**src/sv/uoi_pkg.sv**
```systemverilog
// Shared constants, command codes and the arctangent table of the odometry integrator.
`default_nettype none

package uoi_pkg;

   localparam int CORDIC_STEPS = 16;
   localparam int ATAN_ENTRIES = 24;
   localparam int CORDIC_ITERS = (CORDIC_STEPS < ATAN_ENTRIES) ? CORDIC_STEPS : ATAN_ENTRIES;
   localparam int ITER_W       = $clog2(CORDIC_ITERS);
   localparam int ATAN_IDX_W   = $clog2(ATAN_ENTRIES);

   localparam logic CMD_SET_VEL = 1'b0;
   localparam logic CMD_TICK    = 1'b1;

   localparam logic [15:0] STEP_TIME_RESET = 16'd1966;

   localparam logic signed [32:0] PI_Q29       = 33'sd1686629713;
   localparam logic signed [32:0] HALF_PI_Q29  = 33'sd843314857;
   localparam logic signed [31:0] CORDIC_START = 32'sd652032875;

   localparam logic signed [21:0] PI_Q13     = 22'sd25736;
   localparam logic signed [21:0] TWO_PI_Q13 = 22'sd51472;

   localparam logic signed [50:0] ROUND_Q11 = 51'sd1024;
   localparam logic signed [65:0] ROUND_Q38 = 66'sd137438953472;
   localparam logic signed [32:0] ROUND_Q16 = 33'sd32768;

   localparam logic signed [32:0] POS_MAX = 33'sh0_7FFFFFFF;
   localparam logic signed [32:0] POS_MIN = 33'sh1_80000000;
   localparam logic signed [16:0] QUAT_MAX = 17'sd16384;

   function automatic logic signed [32:0] atan_q29(input logic [ATAN_IDX_W-1:0] idx);
      logic signed [32:0] val;
      case (idx)
         5'd0:    val = 33'sd421657428;
         5'd1:    val = 33'sd248918915;
         5'd2:    val = 33'sd131521918;
         5'd3:    val = 33'sd66762579;
         5'd4:    val = 33'sd33510843;
         5'd5:    val = 33'sd16771758;
         5'd6:    val = 33'sd8387925;
         5'd7:    val = 33'sd4194219;
         5'd8:    val = 33'sd2097141;
         5'd9:    val = 33'sd1048575;
         5'd10:   val = 33'sd524288;
         5'd11:   val = 33'sd262144;
         5'd12:   val = 33'sd131072;
         5'd13:   val = 33'sd65536;
         5'd14:   val = 33'sd32768;
         5'd15:   val = 33'sd16384;
         5'd16:   val = 33'sd8192;
         5'd17:   val = 33'sd4096;
         5'd18:   val = 33'sd2048;
         5'd19:   val = 33'sd1024;
         5'd20:   val = 33'sd512;
         5'd21:   val = 33'sd256;
         5'd22:   val = 33'sd128;
         5'd23:   val = 33'sd64;
         default: val = 33'sd0;
      endcase
      return val;
   endfunction

endpackage

`default_nettype wire

```
**src/sv/unicycle_odometry_integrator.sv**
```systemverilog
// Unicycle dead-reckoning pose integrator with a shared CORDIC and multiplier.
//
// Input channel req_*: one transaction is either a set-velocity command, which
// latches req_lin_speed and req_ang_speed and produces no response, or a tick,
// which advances x, y and heading by one step of csr_step_time seconds and
// produces one response transaction on rsp_* (pose plus yaw quaternion).
// Configuration channel csr_*: writes the step time; it is always ready.
// A set-velocity command completes in the idle state. A tick occupies the block
// from acceptance until it leaves its last step, ST_QUAT; rsp_valid rises as
// the tick leaves ST_QUAT, and req_ready returns in the same cycle.
// A tick makes two passes through the single CORDIC rotator, one
// iteration per cycle, plus six products through one 34x17 multiplier.
// The response sits in an output register: the block accepts the next
// transaction while it waits, and a later tick holds in its last step until
// the receiver has taken the earlier response.
// Synchronous reset clears pose, speeds, the pending response, and loads the
// default step time (0.03 s).
`default_nettype none

module unicycle_odometry_integrator (
   input  wire logic               clock,
   input  wire logic               reset,
   input  wire logic               req_valid,
   output logic                    req_ready,
   input  wire logic               req_command,
   input  wire logic signed [15:0] req_lin_speed,
   input  wire logic signed [15:0] req_ang_speed,
   output logic                    rsp_valid,
   input  wire logic               rsp_ready,
   output logic signed [31:0]      rsp_pos_x,
   output logic signed [31:0]      rsp_pos_y,
   output logic signed [15:0]      rsp_heading,
   output logic signed [15:0]      rsp_quat_z,
   output logic signed [15:0]      rsp_quat_w,
   input  wire logic               csr_valid,
   output logic                    csr_ready,
   input  wire logic [15:0]        csr_step_time
);

   typedef enum logic [3:0] {
      ST_IDLE,
      ST_DTV,
      ST_DTW,
      ST_WRAP,
      ST_CSET,
      ST_CROT,
      ST_CEND,
      ST_PLO,
      ST_PHI,
      ST_PRND,
      ST_PSUM,
      ST_QUAT
   } state_type;

   localparam logic [uoi_pkg::ITER_W-1:0] ITER_LAST =
      uoi_pkg::ITER_W'(uoi_pkg::CORDIC_ITERS - 1);

   state_type                      state_ff, state_in;
   logic [15:0]                    step_time_ff, step_time_in;
   logic signed [15:0]             held_lin_ff, held_lin_in;
   logic signed [15:0]             held_ang_ff, held_ang_in;
   logic signed [31:0]             x_acc_ff, x_acc_in;
   logic signed [31:0]             y_acc_ff, y_acc_in;
   logic signed [15:0]             yaw_ff, yaw_in;
   logic signed [15:0]             new_yaw_ff, new_yaw_in;
   logic signed [21:0]             hraw_ff, hraw_in;
   logic signed [33:0]             dtv_ff, dtv_in;
   logic signed [31:0]             cx_ff, cx_in;
   logic signed [31:0]             sy_ff, sy_in;
   logic signed [32:0]             ang_ff, ang_in;
   logic                           neg_ff, neg_in;
   logic [uoi_pkg::ITER_W-1:0]     iter_ff, iter_in;
   logic                           pass_ff, pass_in;
   logic                           axis_ff, axis_in;
   logic signed [65:0]             acc_ff, acc_in;
   logic signed [25:0]             rnd_ff, rnd_in;
   logic                           rsp_valid_ff, rsp_valid_in;
   logic signed [31:0]             rsp_pos_x_ff, rsp_pos_x_in;
   logic signed [31:0]             rsp_pos_y_ff, rsp_pos_y_in;
   logic signed [15:0]             rsp_heading_ff, rsp_heading_in;
   logic signed [15:0]             rsp_quat_z_ff, rsp_quat_z_in;
   logic signed [15:0]             rsp_quat_w_ff, rsp_quat_w_in;

   logic signed [33:0]             mul_a;
   logic signed [16:0]             mul_b;
   logic signed [50:0]             mul_p;
   logic signed [31:0]             cur_c;

   logic                           req_fire;
   logic signed [50:0]             hsum;
   logic signed [21:0]             hwrap1;
   logic signed [21:0]             hwrap2;
   logic signed [32:0]             ang_raw;
   logic signed [31:0]             xs;
   logic signed [31:0]             ys;
   logic signed [32:0]             atan_val;
   logic signed [65:0]             rsum;
   logic signed [31:0]             pbase;
   logic signed [32:0]             psum;
   logic signed [31:0]             psat;
   logic signed [32:0]             qzsum;
   logic signed [32:0]             qwsum;
   logic signed [16:0]             qz;
   logic signed [16:0]             qw;
   logic                           out_free;

   assign req_ready   = (state_ff == ST_IDLE);
   assign req_fire    = req_valid && req_ready;
   assign csr_ready   = 1'b1;
   assign rsp_valid   = rsp_valid_ff;
   assign rsp_pos_x   = rsp_pos_x_ff;
   assign rsp_pos_y   = rsp_pos_y_ff;
   assign rsp_heading = rsp_heading_ff;
   assign rsp_quat_z  = rsp_quat_z_ff;
   assign rsp_quat_w  = rsp_quat_w_ff;
   assign out_free    = !rsp_valid_ff || rsp_ready;

   assign cur_c = axis_ff ? sy_ff : cx_ff;

   always_comb begin
      mul_a = '0;
      mul_b = '0;
      case (state_ff)
         ST_DTV: begin
            mul_a = {18'd0, step_time_ff};
            mul_b = {held_lin_ff[15], held_lin_ff};
         end
         ST_DTW: begin
            mul_a = {18'd0, step_time_ff};
            mul_b = {held_ang_ff[15], held_ang_ff};
         end
         ST_PLO: begin
            mul_a = dtv_ff;
            mul_b = {1'b0, cur_c[15:0]};
         end
         ST_PHI: begin
            mul_a = dtv_ff;
            mul_b = {cur_c[31], cur_c[31:16]};
         end
         default: begin
            mul_a = '0;
            mul_b = '0;
         end
      endcase
   end

   assign mul_p = mul_a * mul_b;

   always_comb begin
      hsum     = mul_p + uoi_pkg::ROUND_Q11;
      hwrap1   = (hraw_ff > uoi_pkg::PI_Q13) ? hraw_ff - uoi_pkg::TWO_PI_Q13 : hraw_ff;
      hwrap2   = (hwrap1 < -uoi_pkg::PI_Q13) ? hwrap1 + uoi_pkg::TWO_PI_Q13 : hwrap1;
      ang_raw  = pass_ff ? ({{17{new_yaw_ff[15]}}, new_yaw_ff} << 15)
                         : ({{17{yaw_ff[15]}}, yaw_ff} << 16);
      xs       = cx_ff >>> iter_ff;
      ys       = sy_ff >>> iter_ff;
      atan_val = uoi_pkg::atan_q29(uoi_pkg::ATAN_IDX_W'(iter_ff));
      rsum     = acc_ff + uoi_pkg::ROUND_Q38;
      pbase    = axis_ff ? y_acc_ff : x_acc_ff;
      psum     = {pbase[31], pbase} + {{7{rnd_ff[25]}}, rnd_ff};
      if (psum > uoi_pkg::POS_MAX) begin
         psat = 32'sh7FFFFFFF;
      end else if (psum < uoi_pkg::POS_MIN) begin
         psat = 32'sh80000000;
      end else begin
         psat = psum[31:0];
      end
      qzsum = {sy_ff[31], sy_ff} + uoi_pkg::ROUND_Q16;
      qwsum = {cx_ff[31], cx_ff} + uoi_pkg::ROUND_Q16;
      qz    = qzsum[32:16];
      qw    = qwsum[32:16];
      if (qz > uoi_pkg::QUAT_MAX) begin
         qz = uoi_pkg::QUAT_MAX;
      end else if (qz < -uoi_pkg::QUAT_MAX) begin
         qz = -uoi_pkg::QUAT_MAX;
      end
      if (qw > uoi_pkg::QUAT_MAX) begin
         qw = uoi_pkg::QUAT_MAX;
      end else if (qw < -uoi_pkg::QUAT_MAX) begin
         qw = -uoi_pkg::QUAT_MAX;
      end
   end

   always_comb begin
      state_in       = state_ff;
      step_time_in   = step_time_ff;
      held_lin_in    = held_lin_ff;
      held_ang_in    = held_ang_ff;
      x_acc_in       = x_acc_ff;
      y_acc_in       = y_acc_ff;
      yaw_in         = yaw_ff;
      new_yaw_in     = new_yaw_ff;
      hraw_in        = hraw_ff;
      dtv_in         = dtv_ff;
      cx_in          = cx_ff;
      sy_in          = sy_ff;
      ang_in         = ang_ff;
      neg_in         = neg_ff;
      iter_in        = iter_ff;
      pass_in        = pass_ff;
      axis_in        = axis_ff;
      acc_in         = acc_ff;
      rnd_in         = rnd_ff;
      rsp_valid_in   = rsp_valid_ff && !rsp_ready;
      rsp_pos_x_in   = rsp_pos_x_ff;
      rsp_pos_y_in   = rsp_pos_y_ff;
      rsp_heading_in = rsp_heading_ff;
      rsp_quat_z_in  = rsp_quat_z_ff;
      rsp_quat_w_in  = rsp_quat_w_ff;

      if (csr_valid && csr_ready) begin
         step_time_in = csr_step_time;
      end

      unique case (state_ff)
         ST_IDLE: begin
            if (req_fire) begin
               if (req_command == uoi_pkg::CMD_SET_VEL) begin
                  held_lin_in = req_lin_speed;
                  held_ang_in = req_ang_speed;
               end else begin
                  pass_in  = 1'b0;
                  axis_in  = 1'b0;
                  state_in = ST_DTV;
               end
            end
         end
         ST_DTV: begin
            dtv_in   = mul_p[33:0];
            state_in = ST_DTW;
         end
         ST_DTW: begin
            hraw_in  = {{6{yaw_ff[15]}}, yaw_ff} + hsum[32:11];
            state_in = ST_WRAP;
         end
         ST_WRAP: begin
            if (hwrap2 > uoi_pkg::PI_Q13) begin
               new_yaw_in = uoi_pkg::PI_Q13[15:0];
            end else if (hwrap2 < -uoi_pkg::PI_Q13) begin
               new_yaw_in = -uoi_pkg::PI_Q13[15:0];
            end else begin
               new_yaw_in = hwrap2[15:0];
            end
            state_in = ST_CSET;
         end
         ST_CSET: begin
            cx_in   = uoi_pkg::CORDIC_START;
            sy_in   = '0;
            iter_in = '0;
            if (ang_raw > uoi_pkg::HALF_PI_Q29) begin
               ang_in = ang_raw - uoi_pkg::PI_Q29;
               neg_in = 1'b1;
            end else if (ang_raw < -uoi_pkg::HALF_PI_Q29) begin
               ang_in = ang_raw + uoi_pkg::PI_Q29;
               neg_in = 1'b1;
            end else begin
               ang_in = ang_raw;
               neg_in = 1'b0;
            end
            state_in = ST_CROT;
         end
         ST_CROT: begin
            if (!ang_ff[32]) begin
               cx_in  = cx_ff - ys;
               sy_in  = sy_ff + xs;
               ang_in = ang_ff - atan_val;
            end else begin
               cx_in  = cx_ff + ys;
               sy_in  = sy_ff - xs;
               ang_in = ang_ff + atan_val;
            end
            iter_in = iter_ff + 1'b1;
            if (iter_ff == ITER_LAST) begin
               state_in = ST_CEND;
            end
         end
         ST_CEND: begin
            if (neg_ff) begin
               cx_in = -cx_ff;
               sy_in = -sy_ff;
            end
            state_in = pass_ff ? ST_QUAT : ST_PLO;
         end
         ST_PLO: begin
            acc_in   = 66'(mul_p);
            state_in = ST_PHI;
         end
         ST_PHI: begin
            acc_in   = acc_ff + (66'(mul_p) <<< 16);
            state_in = ST_PRND;
         end
         ST_PRND: begin
            rnd_in   = rsum[63:38];
            state_in = ST_PSUM;
         end
         ST_PSUM: begin
            if (!axis_ff) begin
               x_acc_in = psat;
               axis_in  = 1'b1;
               state_in = ST_PLO;
            end else begin
               y_acc_in = psat;
               pass_in  = 1'b1;
               state_in = ST_CSET;
            end
         end
         ST_QUAT: begin
            if (out_free) begin
               yaw_in         = new_yaw_ff;
               rsp_valid_in   = 1'b1;
               rsp_pos_x_in   = x_acc_ff;
               rsp_pos_y_in   = y_acc_ff;
               rsp_heading_in = new_yaw_ff;
               rsp_quat_z_in  = qz[15:0];
               rsp_quat_w_in  = qw[15:0];
               state_in       = ST_IDLE;
            end
         end
         default: begin
            state_in = ST_IDLE;
         end
      endcase
   end

   always_ff @(posedge clock) begin
      if (reset) begin
         state_ff     <= ST_IDLE;
         step_time_ff <= uoi_pkg::STEP_TIME_RESET;
         held_lin_ff  <= '0;
         held_ang_ff  <= '0;
         x_acc_ff     <= '0;
         y_acc_ff     <= '0;
         yaw_ff       <= '0;
         rsp_valid_ff <= 1'b0;
         pass_ff      <= 1'b0;
         axis_ff      <= 1'b0;
         iter_ff      <= '0;
      end else begin
         state_ff     <= state_in;
         step_time_ff <= step_time_in;
         held_lin_ff  <= held_lin_in;
         held_ang_ff  <= held_ang_in;
         x_acc_ff     <= x_acc_in;
         y_acc_ff     <= y_acc_in;
         yaw_ff       <= yaw_in;
         rsp_valid_ff <= rsp_valid_in;
         pass_ff      <= pass_in;
         axis_ff      <= axis_in;
         iter_ff      <= iter_in;
      end
      new_yaw_ff     <= new_yaw_in;
      hraw_ff        <= hraw_in;
      dtv_ff         <= dtv_in;
      cx_ff          <= cx_in;
      sy_ff          <= sy_in;
      ang_ff         <= ang_in;
      neg_ff         <= neg_in;
      acc_ff         <= acc_in;
      rnd_ff         <= rnd_in;
      rsp_pos_x_ff   <= rsp_pos_x_in;
      rsp_pos_y_ff   <= rsp_pos_y_in;
      rsp_heading_ff <= rsp_heading_in;
      rsp_quat_z_ff  <= rsp_quat_z_in;
      rsp_quat_w_ff  <= rsp_quat_w_in;
   end

`ifndef ASSERT_OFF
   a_rsp_from_final_step : assert property (@(posedge clock) disable iff (reset)
      $rose(rsp_valid_ff) |-> $past(state_ff == ST_QUAT))
      else $error("response raised outside the final step");

   a_no_overwrite : assert property (@(posedge clock) disable iff (reset)
      (state_ff == ST_QUAT && rsp_valid_ff && !rsp_ready) |=> (state_ff == ST_QUAT))
      else $error("tick finished over a pending response");

   a_heading_range : assert property (@(posedge clock) disable iff (reset)
      !(state_ff == ST_IDLE) || (yaw_ff <= 16'sd25736 && yaw_ff >= -16'sd25736))
      else $error("heading outside [-pi, pi]");

   a_iter_bound : assert property (@(posedge clock) disable iff (reset)
      (state_ff == ST_CROT) |-> (iter_ff <= ITER_LAST))
      else $error("CORDIC iteration count overrun");
`endif

endmodule

`default_nettype wire
```
**config.mk**
```make
export PLATFORM = sky130hd
export DESIGN_NAME = unicycle_odometry_integrator
export DESIGN_NICKNAME = d
export VERILOG_FILES = /design/src/sv/uoi_pkg.sv /design/src/sv/unicycle_odometry_integrator.sv
export SDC_FILE = /design/constraint.sdc
export NUM_CORES = 2
export LEC_CHECK = 0
export ABC_AREA = 1
export BUFFER_PORTS_ARGS = -buffer_cell sky130_fd_sc_hd__buf_4
export CORE_MARGIN = 8
export CORE_UTILIZATION = 40
export CTS_BUF_LIST = sky130_fd_sc_hd__clkbuf_8
export DETAILED_ROUTE_END_ITERATION = 8
export SKIP_LAST_GASP = 1
export SLEW_MARGIN = 40
export SYNTH_ARGS = -nofsm -noshare
export SYNTH_HDL_FRONTEND = slang
export SYNTH_SLANG_ARGS = --single-unit
```
**constraint.sdc**
```tcl
create_clock -name clock -period 19.1 [get_ports clock]
set_clock_uncertainty 0.15 [all_clocks]
set_input_delay 3.82 -clock clock [delete_from_list [all_inputs] [get_ports clock]]
set_output_delay 3.82 -clock clock [all_outputs]
set_load 0.01 [all_outputs]
```
==> metrics.csv <==
stage,metric,value,unit
sta,finalWorstSetupSlack,6300,ps
logic_synthesis,syn_inst,7798,
logic_synthesis,synth.top_cells.by_count,"nand2_1 (1558), inv_1 (1354), nor2_1 (818), o21ai_0 (594), fa_1 (557)",
logic_synthesis,yosysMostFrequentCell,nand2_1,
cts,cts_tree,yes,
pwr,p_sw,2.19,mW
setup_path,arrival,13160,ps
pwr,p_seq_share,29.5,%
min_path,hold_path_class,reg -> reg,
final_layout,area_delta_synth_final,9.42,%
place,pre_cts_slack,6480,ps
pwr,peakVddDrop,55.8,uV
place,dp_hpwl,151,mm
place,placed_area,62400,sq um
sta,max_freq,0.0781,GHz
global_routing,antenna_found_initial,2,
setup_path,regToRegEndpoint,acc_ff[57],
logic_synthesis,synthesis.area,58900,sq um
setup_path,r2r_start,state_ff[2],
routing,routed_via_density,5.33,
logic_synthesis,synth_flop_cell,edfxtp_1,
cts,numCtsBuffers,96,
sta,finalHoldViolCount,0,
setup_path,crit_fanout,21,
setup_path,crit_type,reg -> reg,
setup_path,r2r_cells,46,
logic_synthesis,synth_top_area_cell,fa_1,
setup_path,crit_path_start_kind,register,
pwr,total_power,4.80,mW
logic_synthesis,netlist_top_cells_area,"fa_1 (19%), edfxtp_1 (18%), nand2_1 (9.9%)",
place,dp.cells,9730,
final_layout,fin_cells,9909,
die,start_util,40.1,%
pwr,power.density,74.4,nW/um^2
sta,finalSetupViolations,0,
routing,ant_nets,0,
run,cap_viol_max_count,0,
die,coreArea,147000,sq um
die,dieArea,160000,sq um
pwr,p_comb_share,46.8,%
cts,cts_setup_buffers,0,
setup_path,rrSetupSlack,6300,ps
die,fp.dieW,400,um
routing,vias,52766,
setup_path,cp-end-kind,register,
global_routing,grt_pass1_wl,301,mm
sta,slew_viol_final,0,
pwr,p_sw_share,45.7,%
outcome,status,"complete, no violations",
final_layout,post-route-util,43.9,%
logic_synthesis,ys_seq_area_share,23.8,%
routing,drc,0,
cts,cts_root_buf,clkbuf_8,
cts,clk_latency,820,ps
logic_synthesis,yosys.area.top_type_share,18.9,%
cts,cts-hold-fix-buffers,0,
die,die_h,400,um
logic_synthesis,ys_async_sr_fraction,0,%
cts,cts_max_level,3,
final_layout,final_area,64500,sq um
min_path,min_to,rsp_pos_x[25],
setup_path,max_stage_delay,620,ps
logic_synthesis,synthesis.nets,8751,
setup_path,cpLargestDelayFamily,compound AO/OA/AOI/OAI gates,
cts,clk_pin_slew,60,ps
min_path,hold_path_depth,0,
cts,ctsResizeCount,0,
cts,clock-sinks,523,
pwr,p_clk_share,23.8,%
routing,drt_iter0_drc,4721,
place,gp_congestion,0.960,
sta,slew_headroom,38.8,%
logic_synthesis,synth_edf_count,356,
die,rows,141,
sta,finalCriticalPeriod,12800,ps
pwr,leakage,30.5,nW
pwr,p_int,2.61,mW
sta,final.setup.tns,0,ps
global_routing,grt_pass1_vias,53176,
die,ioPinCount,169,
routing,first_pass_iters,8,
final_layout,layout-drive-gt1-share,6.96,%
sta,rsz0062_at_grt,no,
final_layout,layout.nets,8852,
global_routing,overflow,0,
sta,fin_crit_sh,67.0,%
routing,routedWlPerCell,19.4,um
sta,whs,276,ps
logic_synthesis,yosysWarningCount,0,
cts,clock_path_buffers,3,
global_routing,grt_use_total,23.7,%
setup_path,path_buf_inv,9,
global_routing,grt_start_max_net_pins,87,
setup_path,required,19450,ps
logic_synthesis,yosysUniqueCellTypes,72,
routing,wl,192,mm
min_path,min_from,x_acc_ff[25],
setup_path,cpMaxStageDelayCell,inv_1,
logic_synthesis,synth_seq_cells,523,
logic_synthesis,avgSynthCellArea,7.56,sq um
place,port-buffer-count,167,
sta,tightestPinTransition,914,ps
==> registers in the layout, summed over array words and instances (netlist names), 28 cells and up <==
register / count
x_acc_ff: 32
ang_ff: 33
y_acc_ff: 32
rsp_pos_y: 32
cx_ff: 32
atan_val: 28
dtv_ff: 34
sy_ff: 32
acc_ff: 48
rsp_pos_x: 32
==> cells in the final DEF (no fill, tap or decap), types with 53 or more instances in the layout <==
cell type     n
nand2_1    1557
inv_1      1374
nor2_1      804
o21ai_0     594
fa_1        556
a21oi_1     514
edfxtp_1    356
ha_1        342
nand3_1     276
buf_4       246
xor2_1      214
dfxtp_1     164
clkbuf_8    107
xnor2_1     105
nor3_1       66
nand4_1      61
o21a_1       57
a31oi_1      53
==> how the worst max path moves through the flow <==
| stage | start | endpoint | slack (ps) | cells past startpoint |
|---|---|---|---|---|
| 4_1_cts | state_ff[2] | acc_ff[57] | 6410 | 46 |
| 5_1_grt | state_ff[2] | acc_ff[57] | 5470 | 46 |
| 6_report | state_ff[2] | acc_ff[57] | 6300 | 46 |
| 3_3_place_gp | state_ff[0] | acc_ff[57] | 6320 | 44 |
| 3_5_place_dp | state_ff[2] | acc_ff[57] | 6480 | 46 |
| 2_1_floorplan | state_ff[0] | hraw_ff[21] | 7950 | 45 |
==> metal layers <==
metal	vias up	share of wire (%)	GRT usage, %
met4	0	3.8	8.60
li1	25172	-	-
met2	1895	45	38.4
met5	-	0	0
met1	25315	45	32.6
met3	384	6.9	3.06
==> cell type report <==
type                    count  area (sq um)
repair buffers            250          1910
diodes                      1          2.50
flip-flops and latches    523         14000
fillers                 14937         82500
clock inverters            70           568
inverters                1402          5270
well taps                1930          2410
multi-input cells        5626         38800
clock buffers             107          1470
==> cells by family (layout without fill, tap and decap cells) <==
kind of cell               Yosys count  after routing  share of synthesized area (%)
AOI/OAI and AO/OA                 1439           1439                           13.5
buffers and inverters             1649           1829                           10.7
adders and majority gates          899            899                           26.2
DFF                                523            523                           23.8
muxes                               36             36                          0.612
xor gates and xnor gates           324            324                           4.83
other                                1              2                        0.00636
and+or+nand+nor                   2927           2927                           20.4
==> power by group through the flow <==
stage	logic, mW	clock network [mW]	registers (mW)
global placement	2.18	0	1.44
finish	2.24	1.14	1.41
detailed placement	2.20	0	1.44
CTS	2.21	1.17	1.41
floorplan	1.51	0	1.40
global route	2.48	1.21	1.42
(Power assumes the default switching activity.)
